==> config.mk <==
export PLATFORM = sky130hd
export DESIGN_NAME = priority_round_robin_scheduler
export DESIGN_NICKNAME = d
export VERILOG_FILES = /design/src/prr_pkg.sv /design/src/prr_rem.sv /design/src/priority_round_robin_scheduler.sv
export SDC_FILE = /design/constraint.sdc
export NUM_CORES = 1
export LEC_CHECK = 0
export BUFFER_PORTS_ARGS = -buffer_cell sky130_fd_sc_hd__buf_2
export CAP_MARGIN = 10
export CORE_MARGIN = 2
export CORE_UTILIZATION = 30
export CTS_BUF_LIST = sky130_fd_sc_hd__clkbuf_8 sky130_fd_sc_hd__clkbuf_16
export DETAILED_ROUTE_END_ITERATION = 16
export GPL_ROUTABILITY_DRIVEN = 0
export GPL_TIMING_DRIVEN = 0
export PLACE_DENSITY_LB_ADDON = 0.1
export SLEW_MARGIN = 30
export SYNTH_ARGS = -nofsm -noshare
export SYNTH_HDL_FRONTEND = slang
export SYNTH_HIERARCHICAL = 1
export SYNTH_SLANG_ARGS = --single-unit
==> constraint.sdc <==
create_clock -name clk -period 3.3 [get_ports clk]
set_clock_uncertainty 0.05 [all_clocks]
set_input_delay 0.495 -clock clk [delete_from_list [all_inputs] [get_ports clk]]
set_output_delay 0.495 -clock clk [all_outputs]
set_load 0.02 [all_outputs]
==> src/prr_pkg.sv <==
// ----------------------------------------------------------------------------
// prr_pkg: shared types and constants for the round-robin task scheduler
// Payload words, command and status codes, register indexes and the
// request/response bundle of the remainder unit.
// ----------------------------------------------------------------------------
package prr_pkg;

  // Default depth of the process table
  localparam int unsigned MAX_PROCESSES_DEF = 16;

  // Fixed field widths
  localparam int MODE_W   = 3;
  localparam int PRIO_W   = 8;
  localparam int ID_W     = 4;
  localparam int STATUS_W = 2;
  localparam int FRAME_W  = 32;
  localparam int LOCK_W   = 15;
  localparam int CFG_IDX_W = 2;

  localparam logic [LOCK_W-1:0] LOCK_MAX = {LOCK_W{1'b1}};

  // Command codes carried in the mode field
  localparam logic [MODE_W-1:0] MODE_TICK   = 3'd0;
  localparam logic [MODE_W-1:0] MODE_SPAWN  = 3'd1;
  localparam logic [MODE_W-1:0] MODE_EXIT   = 3'd2;
  localparam logic [MODE_W-1:0] MODE_LOCK   = 3'd3;
  localparam logic [MODE_W-1:0] MODE_UNLOCK = 3'd4;

  // Status codes
  localparam logic [STATUS_W-1:0] ST_OK     = 2'd0;
  localparam logic [STATUS_W-1:0] ST_FULL   = 2'd1;
  localparam logic [STATUS_W-1:0] ST_NOCUR  = 2'd2;
  localparam logic [STATUS_W-1:0] ST_EMPTY  = 2'd3;

  // Configuration register indexes
  localparam logic [CFG_IDX_W-1:0] CFG_PRIO_IDLE     = 2'd0;
  localparam logic [CFG_IDX_W-1:0] CFG_PRIO_CRITICAL = 2'd1;
  localparam logic [CFG_IDX_W-1:0] CFG_PRIO_DEFAULT  = 2'd2;

  localparam logic [PRIO_W-1:0] PRIO_IDLE_RST     = 8'd1;
  localparam logic [PRIO_W-1:0] PRIO_CRITICAL_RST = 8'd4;
  localparam logic [PRIO_W-1:0] PRIO_DEFAULT_RST  = 8'd2;

  // Input word
  typedef struct packed {
    logic [MODE_W-1:0] mode;
    logic [PRIO_W-1:0] priority_req;
  } prr_in_t;

  // Result word
  typedef struct packed {
    logic                running_valid;
    logic [ID_W-1:0]     running_slot;
    logic [ID_W-1:0]     running_pid;
    logic                switched;
    logic                locked_now;
    logic [STATUS_W-1:0] status;
  } prr_out_t;

  // Remainder unit request and response
  typedef struct packed {
    logic               start;
    logic [FRAME_W-1:0] dividend;
    logic [PRIO_W-1:0]  divisor;
  } prr_div_req_t;

  typedef struct packed {
    logic              done;
    logic [PRIO_W-1:0] rem;
  } prr_div_rsp_t;

endpackage

==> src/prr_rem.sv <==
// ----------------------------------------------------------------------------
// prr_rem: serial remainder unit
// Restoring division, one dividend bit per cycle; returns the remainder of a
// 32-bit frame count by an 8-bit nonzero priority and pulses done.
// ----------------------------------------------------------------------------
module prr_rem
  import prr_pkg::*;
(
  input  logic         clk,
  input  logic         rst_n,
  input  prr_div_req_t req,
  output prr_div_rsp_t rsp
);

  localparam int CNT_W = $clog2(FRAME_W);

  logic               busy_r;
  logic               done_r;
  logic [CNT_W-1:0]   cnt_r;
  logic [FRAME_W-1:0] dvd_r;
  logic [PRIO_W-1:0]  div_r;
  logic [PRIO_W-1:0]  rem_r;
  logic [PRIO_W:0]    trial;
  logic [PRIO_W:0]    diff;

  // Shift in the next dividend bit and try the subtraction
  assign trial = {rem_r, dvd_r[FRAME_W-1]};
  assign diff  = trial - {1'b0, div_r};

  always_ff @(posedge clk) begin
    if (!rst_n) begin
      busy_r <= 1'b0;
      done_r <= 1'b0;
    end else begin
      done_r <= 1'b0;
      if (req.start) begin
        busy_r <= 1'b1;
        cnt_r  <= CNT_W'(FRAME_W - 1);
        dvd_r  <= req.dividend;
        div_r  <= req.divisor;
        rem_r  <= '0;
      end else if (busy_r) begin
        // Keep the difference when it does not borrow
        if (trial >= {1'b0, div_r}) begin
          rem_r <= diff[PRIO_W-1:0];
        end else begin
          rem_r <= trial[PRIO_W-1:0];
        end
        dvd_r <= {dvd_r[FRAME_W-2:0], 1'b0};
        if (cnt_r == '0) begin
          busy_r <= 1'b0;
          done_r <= 1'b1;
        end else begin
          cnt_r <= cnt_r - 1'b1;
        end
      end
    end
  end

  assign rsp.done = done_r;
  assign rsp.rem  = rem_r;

endmodule

==> src/priority_round_robin_scheduler.sv <==
// ----------------------------------------------------------------------------
// priority_round_robin_scheduler: round-robin task scheduler with priorities
// Keeps a table of process slots linked in spawn order and answers each
// command word with one status word about the current process.
// ----------------------------------------------------------------------------
// Usage
//   Input channel in_valid/in_stall/in_data carries one command word (tick,
//   spawn, exit, lock, unlock). Every word yields exactly one result word on
//   out_valid/out_stall/out_data. The configuration port cfg_valid/cfg_ready
//   writes the three priority limits; it is always ready and should only be
//   written while the block is idle.
//   Commands are handled one at a time by a small sequencer over the slot
//   memories; in_stall stays high until the result is loaded into the output
//   register. Lock, unlock, unused codes and locked or empty ticks go straight
//   to the pid fetch; a tick right after an exit or with no current process
//   first picks the next slot; a running tick waits for the serial remainder
//   unit; spawn scans the slots, then searches a pid over a taken bitmap; exit
//   walks the links to the predecessor of the current slot.
//   A result stalled by the receiver holds in the output register; the next
//   word is accepted meanwhile and finishes once the register frees up.
//   Reset (rst_n low, synchronous) empties the table and restores the
//   default priority limits; no clearing pass is needed.
// ----------------------------------------------------------------------------
module priority_round_robin_scheduler
  import prr_pkg::*;
#(
  parameter int unsigned MAX_PROCESSES = MAX_PROCESSES_DEF
) (
  input  logic                 clk,
  input  logic                 rst_n,
  input  logic                 in_valid,
  output logic                 in_stall,
  input  prr_in_t              in_data,
  output logic                 out_valid,
  input  logic                 out_stall,
  output prr_out_t             out_data,
  input  logic                 cfg_valid,
  output logic                 cfg_ready,
  input  logic [CFG_IDX_W-1:0] cfg_index,
  input  logic [PRIO_W-1:0]    cfg_data
);

  localparam int SW = $clog2(MAX_PROCESSES);
  localparam int CW = SW + 1;
  localparam logic [CW-1:0] IDX_END = CW'(MAX_PROCESSES);

  typedef enum logic [3:0] {
    S_IDLE, S_TK_GO, S_TK_DIV, S_TK_SEL,
    S_SP_SCAN, S_SP_PID, S_SP_WR, S_SP_LINK,
    S_EX_START, S_EX_RD, S_EX_STEP, S_EX_FIN,
    S_PID, S_FIN
  } state_t;

  state_t state_r, state_nxt;

  // Configuration
  logic [PRIO_W-1:0] prio_idle_r, prio_idle_nxt;
  logic [PRIO_W-1:0] prio_crit_r, prio_crit_nxt;
  logic [PRIO_W-1:0] prio_dflt_r, prio_dflt_nxt;

  // Scheduler state
  logic [MAX_PROCESSES-1:0] used_r, used_nxt;
  logic [SW-1:0]      head_r, head_nxt;
  logic [SW-1:0]      tail_r, tail_nxt;
  logic               nonempty_r, nonempty_nxt;
  logic [SW-1:0]      cur_r, cur_nxt;
  logic               cur_valid_r, cur_valid_nxt;
  logic [FRAME_W-1:0] frame_r, frame_nxt;
  logic               died_r, died_nxt;
  logic [LOCK_W-1:0]  lock_r, lock_nxt;

  // Sequencer working registers
  logic [CW-1:0]            idx_r, idx_nxt;
  logic                     chk_v_r, chk_v_nxt;
  logic [SW-1:0]            chk_s_r, chk_s_nxt;
  logic [MAX_PROCESSES-1:0] taken_r, taken_nxt;
  logic                     found_r, found_nxt;
  logic [SW-1:0]            free_r, free_nxt;
  logic [PRIO_W-1:0]        prio_sel_r, prio_sel_nxt;
  logic [SW-1:0]            n_r, n_nxt;
  logic [SW-1:0]            p_r, p_nxt;
  logic [CW-1:0]            steps_r, steps_nxt;
  logic                     was_tail_r, was_tail_nxt;
  logic                     old_v_r, old_v_nxt;
  logic [SW-1:0]            old_s_r, old_s_nxt;
  logic                     sw_r, sw_nxt;
  logic [STATUS_W-1:0]      status_r, status_nxt;

  // Output register
  logic     out_valid_r, out_valid_nxt;
  prr_out_t out_data_r, out_data_nxt;

  // Slot memories
  logic [SW-1:0]     pid_mem  [MAX_PROCESSES];
  logic [PRIO_W-1:0] prio_mem [MAX_PROCESSES];
  logic [SW-1:0]     link_mem [MAX_PROCESSES];
  logic [SW-1:0]     pid_q;
  logic [PRIO_W-1:0] prio_q;
  logic [SW-1:0]     link_q;
  logic [SW-1:0]     mem_ra;
  logic              slot_we;
  logic              link_we;
  logic [SW-1:0]     link_wa;
  logic [SW-1:0]     link_wd;

  // Remainder unit, used only by the tick
  prr_div_req_t div_req;
  prr_div_rsp_t div_rsp;
  logic [SW-1:0] sel_slot;

  prr_rem u_rem (
    .clk   (clk),
    .rst_n (rst_n),
    .req   (div_req),
    .rsp   (div_rsp)
  );

  assign in_stall  = (state_r != S_IDLE);
  assign cfg_ready = 1'b1;
  assign out_valid = out_valid_r;
  assign out_data  = out_data_r;

  // Sequencer next-state logic
  always_comb begin
    state_nxt     = state_r;
    prio_idle_nxt = prio_idle_r;
    prio_crit_nxt = prio_crit_r;
    prio_dflt_nxt = prio_dflt_r;
    used_nxt      = used_r;
    head_nxt      = head_r;
    tail_nxt      = tail_r;
    nonempty_nxt  = nonempty_r;
    cur_nxt       = cur_r;
    cur_valid_nxt = cur_valid_r;
    frame_nxt     = frame_r;
    died_nxt      = died_r;
    lock_nxt      = lock_r;
    idx_nxt       = idx_r;
    chk_v_nxt     = chk_v_r;
    chk_s_nxt     = chk_s_r;
    taken_nxt     = taken_r;
    found_nxt     = found_r;
    free_nxt      = free_r;
    prio_sel_nxt  = prio_sel_r;
    n_nxt         = n_r;
    p_nxt         = p_r;
    steps_nxt     = steps_r;
    was_tail_nxt  = was_tail_r;
    old_v_nxt     = old_v_r;
    old_s_nxt     = old_s_r;
    sw_nxt        = sw_r;
    status_nxt    = status_r;
    out_data_nxt  = out_data_r;
    // Drop the result once the receiver takes it
    out_valid_nxt = out_valid_r && out_stall;
    mem_ra        = cur_r;
    slot_we       = 1'b0;
    link_we       = 1'b0;
    link_wa       = free_r;
    link_wd       = free_r;
    div_req       = '0;
    sel_slot      = cur_valid_r ? cur_r : head_r;

    // Register writes
    if (cfg_valid) begin
      unique case (cfg_index)
        CFG_PRIO_IDLE:     prio_idle_nxt = cfg_data;
        CFG_PRIO_CRITICAL: prio_crit_nxt = cfg_data;
        CFG_PRIO_DEFAULT:  prio_dflt_nxt = cfg_data;
        default: ;
      endcase
    end

    unique case (state_r)
      S_IDLE: begin
        if (in_valid) begin
          status_nxt = ST_OK;
          sw_nxt     = 1'b0;
          old_v_nxt  = cur_valid_r;
          old_s_nxt  = cur_r;
          state_nxt  = S_PID;
          unique case (in_data.mode)
            MODE_TICK: begin
              if (lock_r != '0) begin
                state_nxt = S_PID;
              end else if (!nonempty_r) begin
                status_nxt = ST_EMPTY;
              end else if (cur_valid_r && !died_r) begin
                state_nxt = S_TK_GO;
              end else begin
                state_nxt = S_TK_SEL;
              end
            end
            MODE_SPAWN: begin
              if (in_data.priority_req > prio_crit_r || in_data.priority_req < prio_idle_r) begin
                prio_sel_nxt = prio_dflt_r;
              end else begin
                prio_sel_nxt = in_data.priority_req;
              end
              idx_nxt   = '0;
              chk_v_nxt = 1'b0;
              taken_nxt = '0;
              found_nxt = 1'b0;
              state_nxt = S_SP_SCAN;
            end
            MODE_EXIT: begin
              if (!cur_valid_r || !nonempty_r) begin
                status_nxt = ST_NOCUR;
              end else begin
                state_nxt = S_EX_START;
              end
            end
            MODE_LOCK: begin
              if (lock_r != LOCK_MAX) lock_nxt = lock_r + 1'b1;
            end
            MODE_UNLOCK: begin
              if (lock_r != '0) lock_nxt = lock_r - 1'b1;
            end
            default: ;
          endcase
        end
      end

      // Start the remainder of the frame count by the current priority
      S_TK_GO: begin
        n_nxt            = link_q;
        div_req.start    = 1'b1;
        div_req.dividend = frame_r;
        div_req.divisor  = (prio_q == '0) ? PRIO_W'(1) : prio_q;
        state_nxt        = S_TK_DIV;
      end

      // Advance on a zero remainder, then count the frame
      S_TK_DIV: begin
        if (div_rsp.done) begin
          if (div_rsp.rem == '0) begin
            if (cur_r == tail_r) begin
              cur_valid_nxt = 1'b0;
              cur_nxt       = '0;
            end else begin
              cur_nxt = n_r;
            end
          end
          frame_nxt = frame_r + 1'b1;
          state_nxt = S_TK_SEL;
        end
      end

      // Wrap to the head when no process is current
      S_TK_SEL: begin
        cur_nxt       = sel_slot;
        cur_valid_nxt = 1'b1;
        died_nxt      = 1'b0;
        sw_nxt        = !old_v_r || (old_s_r != sel_slot);
        state_nxt     = S_PID;
      end

      // Scan slots: first free slot and bitmap of live pids
      S_SP_SCAN: begin
        mem_ra = idx_r[SW-1:0];
        if (chk_v_r) begin
          if (used_r[chk_s_r]) begin
            taken_nxt[pid_q] = 1'b1;
          end else if (!found_r) begin
            found_nxt = 1'b1;
            free_nxt  = chk_s_r;
          end
        end
        if (idx_r == IDX_END) begin
          chk_v_nxt = 1'b0;
          idx_nxt   = '0;
          state_nxt = S_SP_PID;
        end else begin
          chk_v_nxt = 1'b1;
          chk_s_nxt = idx_r[SW-1:0];
          idx_nxt   = idx_r + 1'b1;
        end
      end

      // Search the smallest pid not taken
      S_SP_PID: begin
        if (!found_r) begin
          status_nxt = ST_FULL;
          state_nxt  = S_PID;
        end else if (taken_r[idx_r[SW-1:0]]) begin
          idx_nxt = idx_r + 1'b1;
        end else begin
          state_nxt = S_SP_WR;
        end
      end

      // Fill the new slot and make it self-linked
      S_SP_WR: begin
        slot_we            = 1'b1;
        link_we            = 1'b1;
        used_nxt[free_r]   = 1'b1;
        if (nonempty_r) begin
          state_nxt = S_SP_LINK;
        end else begin
          head_nxt     = free_r;
          tail_nxt     = free_r;
          nonempty_nxt = 1'b1;
          state_nxt    = S_PID;
        end
      end

      // Append behind the old tail
      S_SP_LINK: begin
        link_we   = 1'b1;
        link_wa   = tail_r;
        tail_nxt  = free_r;
        state_nxt = S_PID;
      end

      // Unlink the current process; head case needs no walk
      S_EX_START: begin
        n_nxt        = link_q;
        was_tail_nxt = (cur_r == tail_r);
        if (cur_r == head_r) begin
          if (cur_r == tail_r) begin
            nonempty_nxt = 1'b0;
          end else begin
            head_nxt = link_q;
          end
          state_nxt = S_EX_FIN;
        end else begin
          p_nxt     = head_r;
          steps_nxt = '0;
          state_nxt = S_EX_RD;
        end
      end

      S_EX_RD: begin
        mem_ra    = p_r;
        state_nxt = S_EX_STEP;
      end

      // Walk to the predecessor, then bridge over the current slot
      S_EX_STEP: begin
        mem_ra = p_r;
        if (link_q != cur_r && p_r != tail_r && steps_r != IDX_END) begin
          p_nxt     = link_q;
          steps_nxt = steps_r + 1'b1;
          state_nxt = S_EX_RD;
        end else begin
          link_we = 1'b1;
          link_wa = p_r;
          link_wd = n_r;
          if (was_tail_r) tail_nxt = p_r;
          state_nxt = S_EX_FIN;
        end
      end

      S_EX_FIN: begin
        used_nxt[cur_r] = 1'b0;
        if (was_tail_r || !nonempty_r) begin
          cur_valid_nxt = 1'b0;
          cur_nxt       = '0;
        end else begin
          cur_nxt = n_r;
        end
        died_nxt  = 1'b1;
        state_nxt = S_PID;
      end

      // Fetch the pid of the current slot
      S_PID: begin
        state_nxt = S_FIN;
      end

      // Load the result once the output register is free
      S_FIN: begin
        if (!out_valid_r || !out_stall) begin
          out_valid_nxt              = 1'b1;
          out_data_nxt.running_valid = cur_valid_r;
          out_data_nxt.running_slot  = cur_valid_r ? ID_W'(cur_r) : '0;
          out_data_nxt.running_pid   = cur_valid_r ? ID_W'(pid_q) : '0;
          out_data_nxt.switched      = sw_r;
          out_data_nxt.locked_now    = (lock_r != '0);
          out_data_nxt.status        = status_r;
          state_nxt                  = S_IDLE;
        end
      end

      default: state_nxt = S_IDLE;
    endcase
  end

  // State and output registers
  always_ff @(posedge clk) begin
    if (!rst_n) begin
      state_r     <= S_IDLE;
      prio_idle_r <= PRIO_IDLE_RST;
      prio_crit_r <= PRIO_CRITICAL_RST;
      prio_dflt_r <= PRIO_DEFAULT_RST;
      used_r      <= '0;
      head_r      <= '0;
      tail_r      <= '0;
      nonempty_r  <= 1'b0;
      cur_r       <= '0;
      cur_valid_r <= 1'b0;
      frame_r     <= '0;
      died_r      <= 1'b0;
      lock_r      <= '0;
      chk_v_r     <= 1'b0;
      out_valid_r <= 1'b0;
    end else begin
      state_r     <= state_nxt;
      prio_idle_r <= prio_idle_nxt;
      prio_crit_r <= prio_crit_nxt;
      prio_dflt_r <= prio_dflt_nxt;
      used_r      <= used_nxt;
      head_r      <= head_nxt;
      tail_r      <= tail_nxt;
      nonempty_r  <= nonempty_nxt;
      cur_r       <= cur_nxt;
      cur_valid_r <= cur_valid_nxt;
      frame_r     <= frame_nxt;
      died_r      <= died_nxt;
      lock_r      <= lock_nxt;
      chk_v_r     <= chk_v_nxt;
      out_valid_r <= out_valid_nxt;
    end
    idx_r      <= idx_nxt;
    chk_s_r    <= chk_s_nxt;
    taken_r    <= taken_nxt;
    found_r    <= found_nxt;
    free_r     <= free_nxt;
    prio_sel_r <= prio_sel_nxt;
    n_r        <= n_nxt;
    p_r        <= p_nxt;
    steps_r    <= steps_nxt;
    was_tail_r <= was_tail_nxt;
    old_v_r    <= old_v_nxt;
    old_s_r    <= old_s_nxt;
    sw_r       <= sw_nxt;
    status_r   <= status_nxt;
    out_data_r <= out_data_nxt;
  end

  // Slot memories: one write and one registered read each
  always_ff @(posedge clk) begin
    if (slot_we) begin
      pid_mem[free_r]  <= idx_r[SW-1:0];
      prio_mem[free_r] <= prio_sel_r;
    end
    if (link_we) begin
      link_mem[link_wa] <= link_wd;
    end
    pid_q  <= pid_mem[mem_ra];
    prio_q <= prio_mem[mem_ra];
    link_q <= link_mem[mem_ra];
  end

  // A current process between commands is a live slot of a nonempty list
  a_cur_live: assert property (@(posedge clk) disable iff (!rst_n)
    (state_r == S_IDLE && cur_valid_r) |-> (nonempty_r && used_r[cur_r]))
    else $error("current process is not a live slot");

  // Head and tail of a nonempty list are live slots
  a_ends_live: assert property (@(posedge clk) disable iff (!rst_n)
    (state_r == S_IDLE && nonempty_r) |-> (used_r[head_r] && used_r[tail_r]))
    else $error("list end points at a free slot");

  // The remainder unit only finishes while a tick waits for it
  a_div_done: assert property (@(posedge clk) disable iff (!rst_n)
    div_rsp.done |-> (state_r == S_TK_DIV))
    else $error("remainder result outside a tick");

endmodule
-- Word level (Yosys, flattened, before mapping)
Memories as Yosys holds them, arrays and structs flattened. A register that Yosys moved wholly into a read port is not among the register bits.
Index checks and enable logic that the tools add are counted.
Widths: inputs -> output; s select.
- add/subtract/negate cells: 7
- order comparisons: 11
- eq/ne operators: 53
- muxes and demuxes: 110
- bitwise logic cells: 10
- reduce and logical (&&, ||, !) cells: 70
- operators by type and width (kind ; number):
    $mux 4 ; 24
    $mux 16 ; 4
    $mux 32 ; 2
    $pmux 16 s2 ; 2
    $pmux 4 s12 ; 1
    $ne 2x2->1 const B ; 23
    $mux 5 ; 9
    $mux 41 ; 1
    $pmux 4 s3 ; 3
    $add 32x1->32 const B ; 1
    $mux 8 ; 4
    $or 16x16->16 ; 2
    $pmux 4 s2 ; 4
    $mux 15 ; 2
    $pmux 15 s2 ; 1
    $reduce_and 5->1 ; 6
    $mux 1 ; 28
    $lt 4x5->1 const B ; 5
    $eq 4x4->1 const B ; 6
    $reduce_and 3->1 ; 7
    $reduce_and 2->1 ; 10
    $reduce_bool 2->1 ; 9
    $and 16x16->16 ; 1
    $eq 4x3->1 const B ; 4
    other kinds (48) ; 102
- register bits: 236
- memory bits (writable): 256
- input bits: 26
- output and inout port bits: 16
- word-level logic and storage cells: 306
- memories: 3
- memories (memory ; depth ; width ; rd ports ; clocked after Yosys merged registers in ; wr ports ; line ; RTL):
    prio_mem ; 16 ; 8 ; 1 ; 1 ; 1 ; priority_round_robin_scheduler.sv:95 ; logic [PRIO_W-1:0] prio_mem [MAX_PROCESSES];
    link_mem ; 16 ; 4 ; 1 ; 1 ; 1 ; priority_round_robin_scheduler.sv:96 ; logic [SW-1:0] link_mem [MAX_PROCESSES];
    pid_mem ; 16 ; 4 ; 1 ; 1 ; 1 ; priority_round_robin_scheduler.sv:94 ; logic [SW-1:0] pid_mem [MAX_PROCESSES];

-- Longest topological paths before layout
Gate-level depths: netlist of run 1.
- depth after elaboration: 8
- depth in mapped cells: 13
- mapped depth without buffers: 10

-- Modules after synthesis
Netlist of run 1, hierarchy kept.
- by module, submodules not included (module ; instances ; cells an instance ; area an instance (um^2) ; seq. area each (um^2)):
    priority_round_robin_scheduler ; 1 ; 1748 ; 20036.7 ; 12361.9
    prr_rem ; 1 ; 196 ; 2772.7 ; 1631.6

-- Worst setup path before layout of run 1
No wires, ideal clock.
- path type: register to register
- from: register state_r[1]
- to: register u_rem.cnt_r[0], enable pin
- library setup time: 375 ps
- arrival time: 3085 ps
- required time: 2875 ps
- slack: -209 ps
- cell stages (with the launch flop): 8
- buffers on the path: 4
- period minus slack after synthesis: 3509 ps
- path through: dfxtp_1 > buf_4 > clkbuf_1 > nor3_1 > clkbuf_1 > buf_2 > o21a_1 > a21boi_0
- RTL lines (element ; line ; RTL):
    start: declaration ; priority_round_robin_scheduler.sv:54 ; state_t state_r, state_nxt;
    start signal: assignment ; priority_round_robin_scheduler.sv:408 ; state_r <= state_nxt;
    end signal: assignment ; prr_rem.sv:38 ; cnt_r <= CNT_W'(FRAME_W - 1);
    end signal: assignment ; prr_rem.sv:54 ; cnt_r <= cnt_r - 1'b1;
    end: declaration ; prr_rem.sv:19 ; logic [CNT_W-1:0] cnt_r;

-- Worst setup path in the final report of run 1
- from: register state_r[3]
- to: register link_q[1], read port of link_mem
- word-level cells in the longest chain between the ends: 3
- elaborated cells on any way between the ends: 5
- those cells by class: eq/ne (3); mux (1); reduce/logical (1)
- RTL lines (element ; line ; RTL):
    $eq 4x4->1 ; priority_round_robin_scheduler.sv:174 ; unique case (state_r)
    $reduce_or 2->1 (no source line) ; - ;
    $pmux 4 s2 (*) ; priority_round_robin_scheduler.sv:174 ;
    end: declaration ; priority_round_robin_scheduler.sv:99 ; logic [SW-1:0] link_q;
Mark *: on every way between the ends. The rest lies on a longest branch, timed or not.
A chain may end at the register's enable or synchronous reset.

==> impl_metrics.ini, run 1 <==
[sta]
max_freq_mhz = 308.5
rsz0062_at_grt = yes
fin_crit_ps = 3241
maxSlewHeadroom_pct = 36.28
fin_crit_sh_pct = 98.23
fin_setup_tns_ps = 0
worst_slew_pin_slew_ps = 955.8
drv_slew = 0
finalSetupViolCount = 0
hold_violations = 0

[routing]
drt_iter0_drc = 1163
wl_um = 65160
viasPerCell = 5.009
routedWlPerCell_um = 21.12
vias = 15450
ant_nets = 0
drcViolationCount = 0
drtPass1Iterations = 5

[clocking]
tritoncts = done
h-tree-depth = 2
clk_pin_slew_ps = 60
clock_path_buffers = 3
cts_buffers = 58
worst_skew_pair.late_latency_ps = 630
cts_sinks = 508
clock-root-buffer = clkbuf_16
hold_buffers = 0

[critical_path]
crit_path_cell_trace = buf_6, or4b_1, buf_2, o22a_1, a22oi_4, buf_4, buf_4, a311oi_1, or4_1
required_ps = 3710
crit_fanout = 10
cpPeakStageDelay_ps = 640
r2r_start = state_r[3]
crit_slowest_cell = or4_1
cp_top_family = simple AND/OR/NAND/NOR gates
path_class = reg2reg
r2r_setup_slack_ps = 60
timing.rr.end = link_q[1]
crit_top_cell = buf_4
cp.arrival_ps = 3650
worst_setup_path_end_kind = register
cp_num_buf_inv = 4
start_kind = register
reg2reg_depth = 9
setup.worst_path.start = state_r[3]

[cells_and_area]
areaGrowthSynthToFinish_pct = 16.29
fin_nets = 2114
final_util_pct = 35.10
multi_input_area_mm2 = 0.008263
fillers = 7518
drive_gt1_share_pct = 16.00
seq_area_mm2 = 0.01399

[synth]
ys_warn_count = 6
async_flop_share_pct = 0
synth_edf_count = 382
syn-num-nets = 2002
synth_top_flop_cell = edfxtp_1
seq_area_frac_synth_pct = 61.35
ys_ff_latch = 508
syn_inst = 1944
synthesis.area_mm2 = 0.02281
yosysUniqueCellTypes = 86
synth_area_per_cell_um2 = 11.73

[power]
p_leak_nw = 9.524
ir_drop_v = 0.0004367
cellPowerDensity_mw_per_mm2 = 745.9
p_total_mw = 19.78

[global_route]
grt_usage_pct = 16.56
grt_antenna_before_repair = 7
grt_max_degree = 22
grt_pass1_vias = 15460
gr-total-overflow = 0
grt_pass1_wl_um = 97700

[floorplanning]
die_w_um = 279.7
dieArea_mm2 = 0.07825
rows = 101
initial_core_util_pct = 30.18
ios = 42
core_area_mm2 = 0.07557
die_h_um = 279.7

[outcome]
status = completed

[placement]
dp_hpwl_um = 45910
port_buffers = 38

[min_path]
min_path_type = in2reg
holdPathEnd = prio_dflt_r[1]
min_from = cfg_data[1]
whs_path_depth = 3

[job]
drv_cap = 0
cell type report:
cell class | instances | area share (%)
Tap cell | 978 | 4.613
Clock inverter | 47 | 1.566
Clock buffer | 63 | 5.731
Sequential cell | 508 | 52.76
Buffer | 104 | 2.071
Timing Repair Buffer | 54 | 1.208
Inverter | 63 | 0.8916
Antenna cell | 1 | 0.009434
Multi-Input combinational cell | 1267 | 31.15
logic make-up (layout without fill, tap and decap cells):
| kind of cell | count (synthesis) | count (layout) | synth area share (%) |
|---|---|---|---|
| and+or+nand+nor | 694 | 695 | 14.89 |
| DFF | 508 | 508 | 61.35 |
| AOI/OAI and AO/OA | 351 | 352 | 10.13 |
| buffers and inverters | 171 | 331 | 3.341 |
| muxes | 112 | 112 | 5.606 |
| xor gates and xnor gates | 75 | 75 | 2.880 |
| adders and majority gates | 32 | 32 | 1.788 |
| other | 1 | 2 | 0.01644 |
what timing repair did:
item / CTS / global route
gates cloned: 2 / 0
resized for setup: 37 / 34
setup endpoints to repair: 188 / 83
setup buffers: 7 / 3
pin swaps: 3 / 4
stage by stage:
stage	hold WS [ps]	setup slack (ps)	std cells	instance area, um2
after floorplan	350.3	0.3995	1944	22810
after global placement	358.7	-1350	2960	24230
after detailed placement	369.3	-1135	2964	24290
after CTS	32.34	2.859	3082	26390
after global routing	51.10	-0.9965	3084	26520
final	78.65	58.51	3085	26520
Yosys cell counts, types with 5 or more instances:
library cell  number  share of area, %
a211oi_1          44               1.4
a21o_1             8              0.26
a21oi_1          129               2.8
a311oi_1          18              0.69
a31o_2            16              0.61
a31oi_1           11              0.30
and2_1            65               1.8
and3_1            43               1.2
buf_1              5             0.082
buf_2             15              0.33
buf_4              7              0.23
buf_6             10              0.49
clkbuf_1          71               1.2
dfxtp_1          126                11
edfxtp_1         382                50
ha_1              31               1.7
inv_1             59              0.97
mux2_2            43               2.1
mux2i_1           60               2.6
mux4_2             8              0.79
nand2_1          221               3.6
nand2b_1          19              0.52
nand3_1           58               1.3
nand4_1           14              0.38
nor2_1           158               2.6
nor2b_1           16              0.44
nor3_1            18              0.39
nor4_1            16              0.44
o211ai_1           8              0.26
o21a_1             7              0.23
o21ai_0           44              0.97
o22ai_1           20              0.55
o31ai_1            5              0.16
or2_2              7              0.19
or3_1              9              0.25
or4_1             19              0.63
xnor2_1           37               1.4
xor2_1            38               1.5
report_power, final:
group	switching (mW)	internal, mW	total (mW)
registers	0.464	7.72	8.18
logic	3.29	1.79	5.09
clock network	2.67	3.85	6.52
total	6.42	13.4	19.8
worst max-delay path by stage:
stage	to	slack, ps	depth (start not counted)
detailed placement	u_rem/cnt_r[2]	-1130	7
finish	link_q[1]	60	9
global route	link_q[1]	-1	9
CTS	pid_q[0]	3	10
global placement	u_rem/cnt_r[2]	-1350	7
floorplan	lock_r[12]	0.4	13
worst register-to-register path, stage by stage, from the launching register on:
cell and delay, ps:
dfxtp_1 310, buf_6 140, or4b_1 510, buf_2 180, o22a_1 240, a22oi_4 310
buf_4 280, buf_4 250, a311oi_1 180, or4_1 640
cells in the final DEF (no fill, tap or decap), types with 19 or more instances in the layout:
| cell type | synthesis | layout |
|---|---|---|
| buf_2 | 15 | 54 |
| edfxtp_1 | 382 | 382 |
| a21oi_1 | 129 | 128 |
| xor2_1 | 38 | 38 |
| mux2i_1 | 60 | 59 |
| nand3_1 | 58 | 58 |
| clkbuf_16 | 0 | 58 |
| and3_1 | 43 | 43 |
| nor2_1 | 158 | 148 |
| mux2_2 | 43 | 43 |
| xnor2_1 | 37 | 37 |
| clkbuf_1 | 71 | 45 |
| o22ai_1 | 20 | 20 |
| a211oi_1 | 44 | 34 |
| ha_1 | 31 | 31 |
| inv_1 | 59 | 69 |
| nand2b_1 | 19 | 19 |
| nand2_1 | 221 | 220 |
| clkbuf_2 | 0 | 20 |
| o21ai_0 | 44 | 41 |
| and2_1 | 65 | 64 |
| dfxtp_1 | 126 | 126 |
registers in the layout, summed over array words and instances, names as in the netlist, 13 cells and up:
register     cells
u_rem/dvd_r     32
used_r          16
frame_r         32
taken_r         16
lock_r          15
prio_mem       128
out_data        13
pid_mem         64
link_mem        64
routing by layer:
metal	routed length [um]	vias up	GRT usage, %
li1	-	7353	-
met4	1505	4	4.401
met1	30110	7702	22.27
met5	22	-	0
met2	30690	295	27.38
met3	2835	98	3.078
(Power assumes the default switching activity.)
==> run 2: changes to the inputs <==
--- a/config.mk
+++ b/config.mk
@@ -13,7 +13,6 @@
 export DETAILED_ROUTE_END_ITERATION = 16
 export GPL_ROUTABILITY_DRIVEN = 0
 export GPL_TIMING_DRIVEN = 0
-export PLACE_DENSITY_LB_ADDON = 0.1
 export SLEW_MARGIN = 30
 export SYNTH_ARGS = -nofsm -noshare
 export SYNTH_HDL_FRONTEND = slang
==> run 2 against run 1 <==
  * Worst setup slack lost 8.6 ps
  * Sequential cell count stayed put
  * Sequential power fell by 0.5%
  * Via count grew 0.52%
  * Non-clock buffer count decreased by 4
  * Register-to-register slack about the same
  * Clock power is 5.7% lower
  * Global-route usage shrank 2.0 points
  * First-iteration DRC count up 6.8%
  * Total power is 3.9% lower
  * Cell area down 0.92%
  * Critical path type unchanged
  * Highest routed layer is now met4
==> impl_metrics.ini, run 2 (synthesis results as in run 1) <==
[sta]
drv_slew = 0
worst_slew_pin_slew_ps = 922.2
maxSlewHeadroom_pct = 38.52
rsz0062_at_grt = no
finalSetupViolCount = 0
hold_violations = 0
fin_crit_ps = 3250
max_freq_mhz = 307.7
fin_crit_sh_pct = 98.49

[global_route]
grt_max_degree = 22
grt_antenna_before_repair = 4
grt_usage_pct = 14.57
gr-total-overflow = 0
grt_pass1_vias = 15470
grt_pass1_wl_um = 89270

[power]
cellPowerDensity_mw_per_mm2 = 723.7
p_leak_nw = 9.370
ir_drop_v = 0.0004042
p_total_mw = 19.02

[critical_path]
worst_setup_path_end_kind = register
required_ps = 3690
start_kind = register
cp.arrival_ps = 3640
crit_fanout = 10
path_class = reg2reg

[routing]
vias = 15530
drt_iter0_drc = 1242
routedWlPerCell_um = 18.83
viasPerCell = 5.070
ant_nets = 0
drcViolationCount = 0
wl_um = 57680
drtPass1Iterations = 5

[job]
drv_cap = 0

[clocking]
clock_path_buffers = 3
worst_skew_pair.late_latency_ps = 610
clock-root-buffer = clkbuf_16
cts_buffers = 51
h-tree-depth = 2
clk_pin_slew_ps = 60
cts_sinks = 508
tritoncts = done

[floorplanning]
core_area_mm2 = 0.07557
rows = 101
initial_core_util_pct = 30.18
ios = 42
die_h_um = 279.7
die_w_um = 279.7
dieArea_mm2 = 0.07825

[cells_and_area]
regMostFlops = prio_mem
areaGrowthSynthToFinish_pct = 15.22
final_common_cell = edfxtp_1
largest_register_ffs = 128
fillers = 7421
final_util_pct = 34.78
fin_cells = 3064
fin_nets = 2102
top_regs = prio_mem (128), link_mem (64), pid_mem (64)
drive_gt1_share_pct = 14.86
final_cell_mix = 382 x edfxtp_1, 218 x nand2_1, 146 x nor2_1
diodes = 0

[outcome]
status = completed

[min_path]
min_path_type = in2reg

[placement]
port_buffers = 38
dp_hpwl_um = 40930
dp_cells = 2962
run 2: cell count changes in the layout (fill, tap and decap cells not counted), moves of 4 or more:
| cell | before | now |
|---|---|---|
| inv_1 | 69 | 63 |
| nor4_1 | 11 | 15 |
| clkbuf_2 | 20 | 15 |
| clkbuf_16 | 58 | 53 |
| nor4_2 | 5 | 1 |
| clkbuf_1 | 45 | 54 |
| clkinv_2 | 16 | 9 |
run 2: area by class of cell:
cell class                      count  area, um2  share of cell area, %
Clock buffer                       59       1409                  5.361
Buffer                            104      530.5                  2.019
Sequential cell                   508      13990                  53.25
Inverter                           63      236.5                 0.8998
Multi-Input combinational cell   1266       8225                  31.30
Clock inverter                     36      374.1                  1.424
Timing Repair Buffer               50      287.8                  1.095
Tap cell                          978       1224                  4.656
run 2: routing by layer:
layer / share of wire [%] / up-vias / wire length [um] / GRT usage, %
met5: 0 / - / 0 / 0
met4: 2.2 / 0 / 1287 / 4.278
met3: 5.9 / 99 / 3428 / 2.077
met2: 47 / 470 / 26910 / 24.05
met1: 45 / 7629 / 26050 / 19.85
li1: - / 7335 / - / -
run 2: stage by stage:
step                TNS [ps]  worst slack (ps)  instance area (um2)  hold WS, ps
floorplan                  0            0.3995                22810        350.3
global placement      -64590             -1224                24230        366.0
detailed placement    -66330             -1347                24260        363.2
CTS                        0            0.5507                26170        68.50
global route               0             2.596                26280        78.98
finish                     0             49.89                26280        98.07
run 2: worst max-delay path, cell delays in order (launching register included):
cell	delay (ps)
dfxtp_1	300
buf_4	160
xnor2_1	160
nor3_4	350
mux2i_4	420
and2_1	200
buf_6	140
buf_6	190
mux2i_1	370
o22ai_1	120
or4_1	610
run 2: final timing paths:
check	from	endpoint	slack, ps	cells after the start
worst min-delay path	cfg_data[1]	prio_dflt_r[1]	100	3
worst max-delay path	state_r[0]	pid_q[3]	50	10
worst max register to register	state_r[0]	pid_q[3]	50	10
worst min register to register	status_r[0]	out_data[0]	370	0
run 2: power by group:
group	internal (mW)	leakage [nW]	total, mW	switching, mW
sequential	7.71	4.48	8.14	0.429
clock	3.61	0.888	6.15	2.54
combinational	1.73	4.00	4.73	3.01
run 2: what timing repair did:
action / in CTS / in global routing
resized for setup: 22 / 37
hold buffers: 0 / 0
pin swaps: 4 / 5
buffers inserted: 6 / 4
gates cloned: 1 / 0
setup endpoints to repair: 177 / 89
==> run 3: changes to the inputs <==
--- a/config.mk
+++ b/config.mk
@@ -8,11 +8,12 @@
 export BUFFER_PORTS_ARGS = -buffer_cell sky130_fd_sc_hd__buf_2
 export CAP_MARGIN = 10
 export CORE_MARGIN = 2
-export CORE_UTILIZATION = 30
+export CORE_UTILIZATION = 57
 export CTS_BUF_LIST = sky130_fd_sc_hd__clkbuf_8 sky130_fd_sc_hd__clkbuf_16
 export DETAILED_ROUTE_END_ITERATION = 16
 export GPL_ROUTABILITY_DRIVEN = 0
 export GPL_TIMING_DRIVEN = 0
+export PLACE_DENSITY = 0.76
 export SLEW_MARGIN = 30
 export SYNTH_ARGS = -nofsm -noshare
 export SYNTH_HDL_FRONTEND = slang
==> run 3 against run 2 <==
  * The run now ends with negative setup slack left
  * Via count grew 2.7%
  * Critical endpoint is now prio_q[2]
  * Count of clock-buffer cells in the layout fell by 6
  * Critical path depth unchanged
  * Largest power group unchanged
  * First-iteration DRC count increased by 50%
  * Sequential cell count is the same
==> impl_metrics.ini, run 3 (synthesis results as in run 1) <==
[outcome]
status = complete, but fails checks
violations = negative setup slack

[sta]
fin_ws_ps = -3.133
fin_crit_ps = 3303
max_freq_mhz = 302.7
worst_slew_pin_slew_ps = 919.6
fin_crit_sh_pct = 100.1
drv_slew = 0
hold_violations = 0
finalSetupViolCount = 1
maxSlewHeadroom_pct = 38.46

[power]
pwr-share-clk_pct = 30.0
switching_share_pct = 31.94
p_int_mw = 12.61
pwr-share-seq_pct = 44.0
comb_power_share_pct = 25.9
ir_drop_v = 0.0004209
p_leak_nw = 9.340
p_switching_mw = 5.917
cellPowerDensity_mw_per_mm2 = 725.4

[critical_path]
crit_fanout = 10
setup.worst_path.start = state_r[3]
r2r_start = state_r[3]
worst_setup_path_end_kind = register
path_class = reg2reg
start_kind = register
cp.arrival_ps = 3790
required_ps = 3790

[clocking]
clk_pin_slew_ps = 60
worst_skew_pair.late_latency_ps = 600
cts_buffers = 52
tritoncts = done
h-tree-depth = 2
cts_sinks = 508
clock-root-buffer = clkbuf_16
clock_path_buffers = 3

[routing]
wl_um = 55830
vias = 15960
drtPass1Iterations = 8
viasPerCell = 6.088
routedWlPerCell_um = 21.30
drcViolationCount = 0
ant_nets = 0
drt_iter0_drc = 1857

[global_route]
grtUsageMet1_pct = 35.53
gr-total-overflow = 0
grt_usage_pct = 27.03
grt_max_degree = 22
grt_pass1_wl_um = 86230
grt_antenna_before_repair = 0
busiest_layer = met2
grt_pass1_vias = 15560
grt.met2_usage_pct = 45.18
use_met3_pct = 4.401

[placement]
pre_cts_ws_ps = -1186
dp_hpwl_um = 38450
place_area_mm2 = 0.02368
port_buffers = 38

[cells_and_area]
final_cell_mix = 382 x edfxtp_1, 221 x nand2_1, 152 x nor2_1
drive_gt1_share_pct = 13.88
regMostFlops = prio_mem
diodes = 0
post-route-cell-area_mm2 = 0.02554
largest_register_ffs = 128
areaGrowthSynthToFinish_pct = 11.96
fin_nets = 2110
top_regs = prio_mem (128), link_mem (64), pid_mem (64)
final_common_cell = edfxtp_1

[min_path]
min_from = cfg_data[1]
min_path_type = in2reg

[floorplanning]
die_w_um = 204.0
core_area_mm2 = 0.03964
die_h_um = 204.0
dieArea_mm2 = 0.04163
ios = 42
rows = 73
initial_core_util_pct = 57.54

[job]
drv_cap = 0
## run 3: layer usage
metal  up-vias  routed length, um
li1       7358                  -
met1      7750              22590
met2       714              26880
met3       134               4417
met4         0               1935
met5         -                  0
## run 3: repair_timing
item / CTS / global route
hold buffers: 0 / 0
gates cloned: 1 / 0
setup buffers: 9 / 6
setup endpoints to repair: 150 / 88
resized for setup: 14 / 29
pin swaps: 3 / 1
## run 3: power groups by stage
stage / clock network [mW] / logic, mW / registers (mW)
floorplan: 0 / 3.16 / 8.15
finish: 5.56 / 4.81 / 8.16
CTS: 5.61 / 4.66 / 8.18
global placement: 0 / 4.29 / 8.39
global route: 5.89 / 5.16 / 8.20
detailed placement: 0 / 4.43 / 8.42
## run 3: layout make-up
cell class / count / area (um2)
inverter: 63 / 236.5
clock buffer: 53 / 1326
buffer: 107 / 543.0
clock inverter: 45 / 285.3
sequential: 508 / 13990
tap: 525 / 656.9
fill: 2987 / 14100
multi-input combinational: 1266 / 8175
timing repair buffer: 54 / 320.3
## run 3: worst max-delay path, stage by stage, from the launching register on
cell	delay, ps
dfxtp_1	320
buf_6	140
or4b_1	510
buf_2	180
o22a_1	250
a22oi_4	310
buf_6	220
buf_2	280
a21oi_1	110
a211oi_1	650
or4_1	200
## run 3: worst paths after layout
path,to,slack [ps],depth (start not counted)
min reg2reg,out_data[3],380,0
max reg2reg,prio_q[2],-3,10
max,prio_q[2],-3,10
min,prio_dflt_r[1],120,3
## run 3: per-stage QoR
stage               power, mW  setup TNS (ps)  utilization, %  hold slack (ps)  cells
floorplan               11.31               0               -            350.3   1944
global route            19.25          -78.08           64.42            116.7   2621
global placement        12.68          -38870           59.68            355.1   2507
detailed placement      12.85          -50200           59.74            366.9   2508
finish                  18.52          -3.133           64.42            123.6   2621
CTS                     18.45               0           64.15            99.25   2616
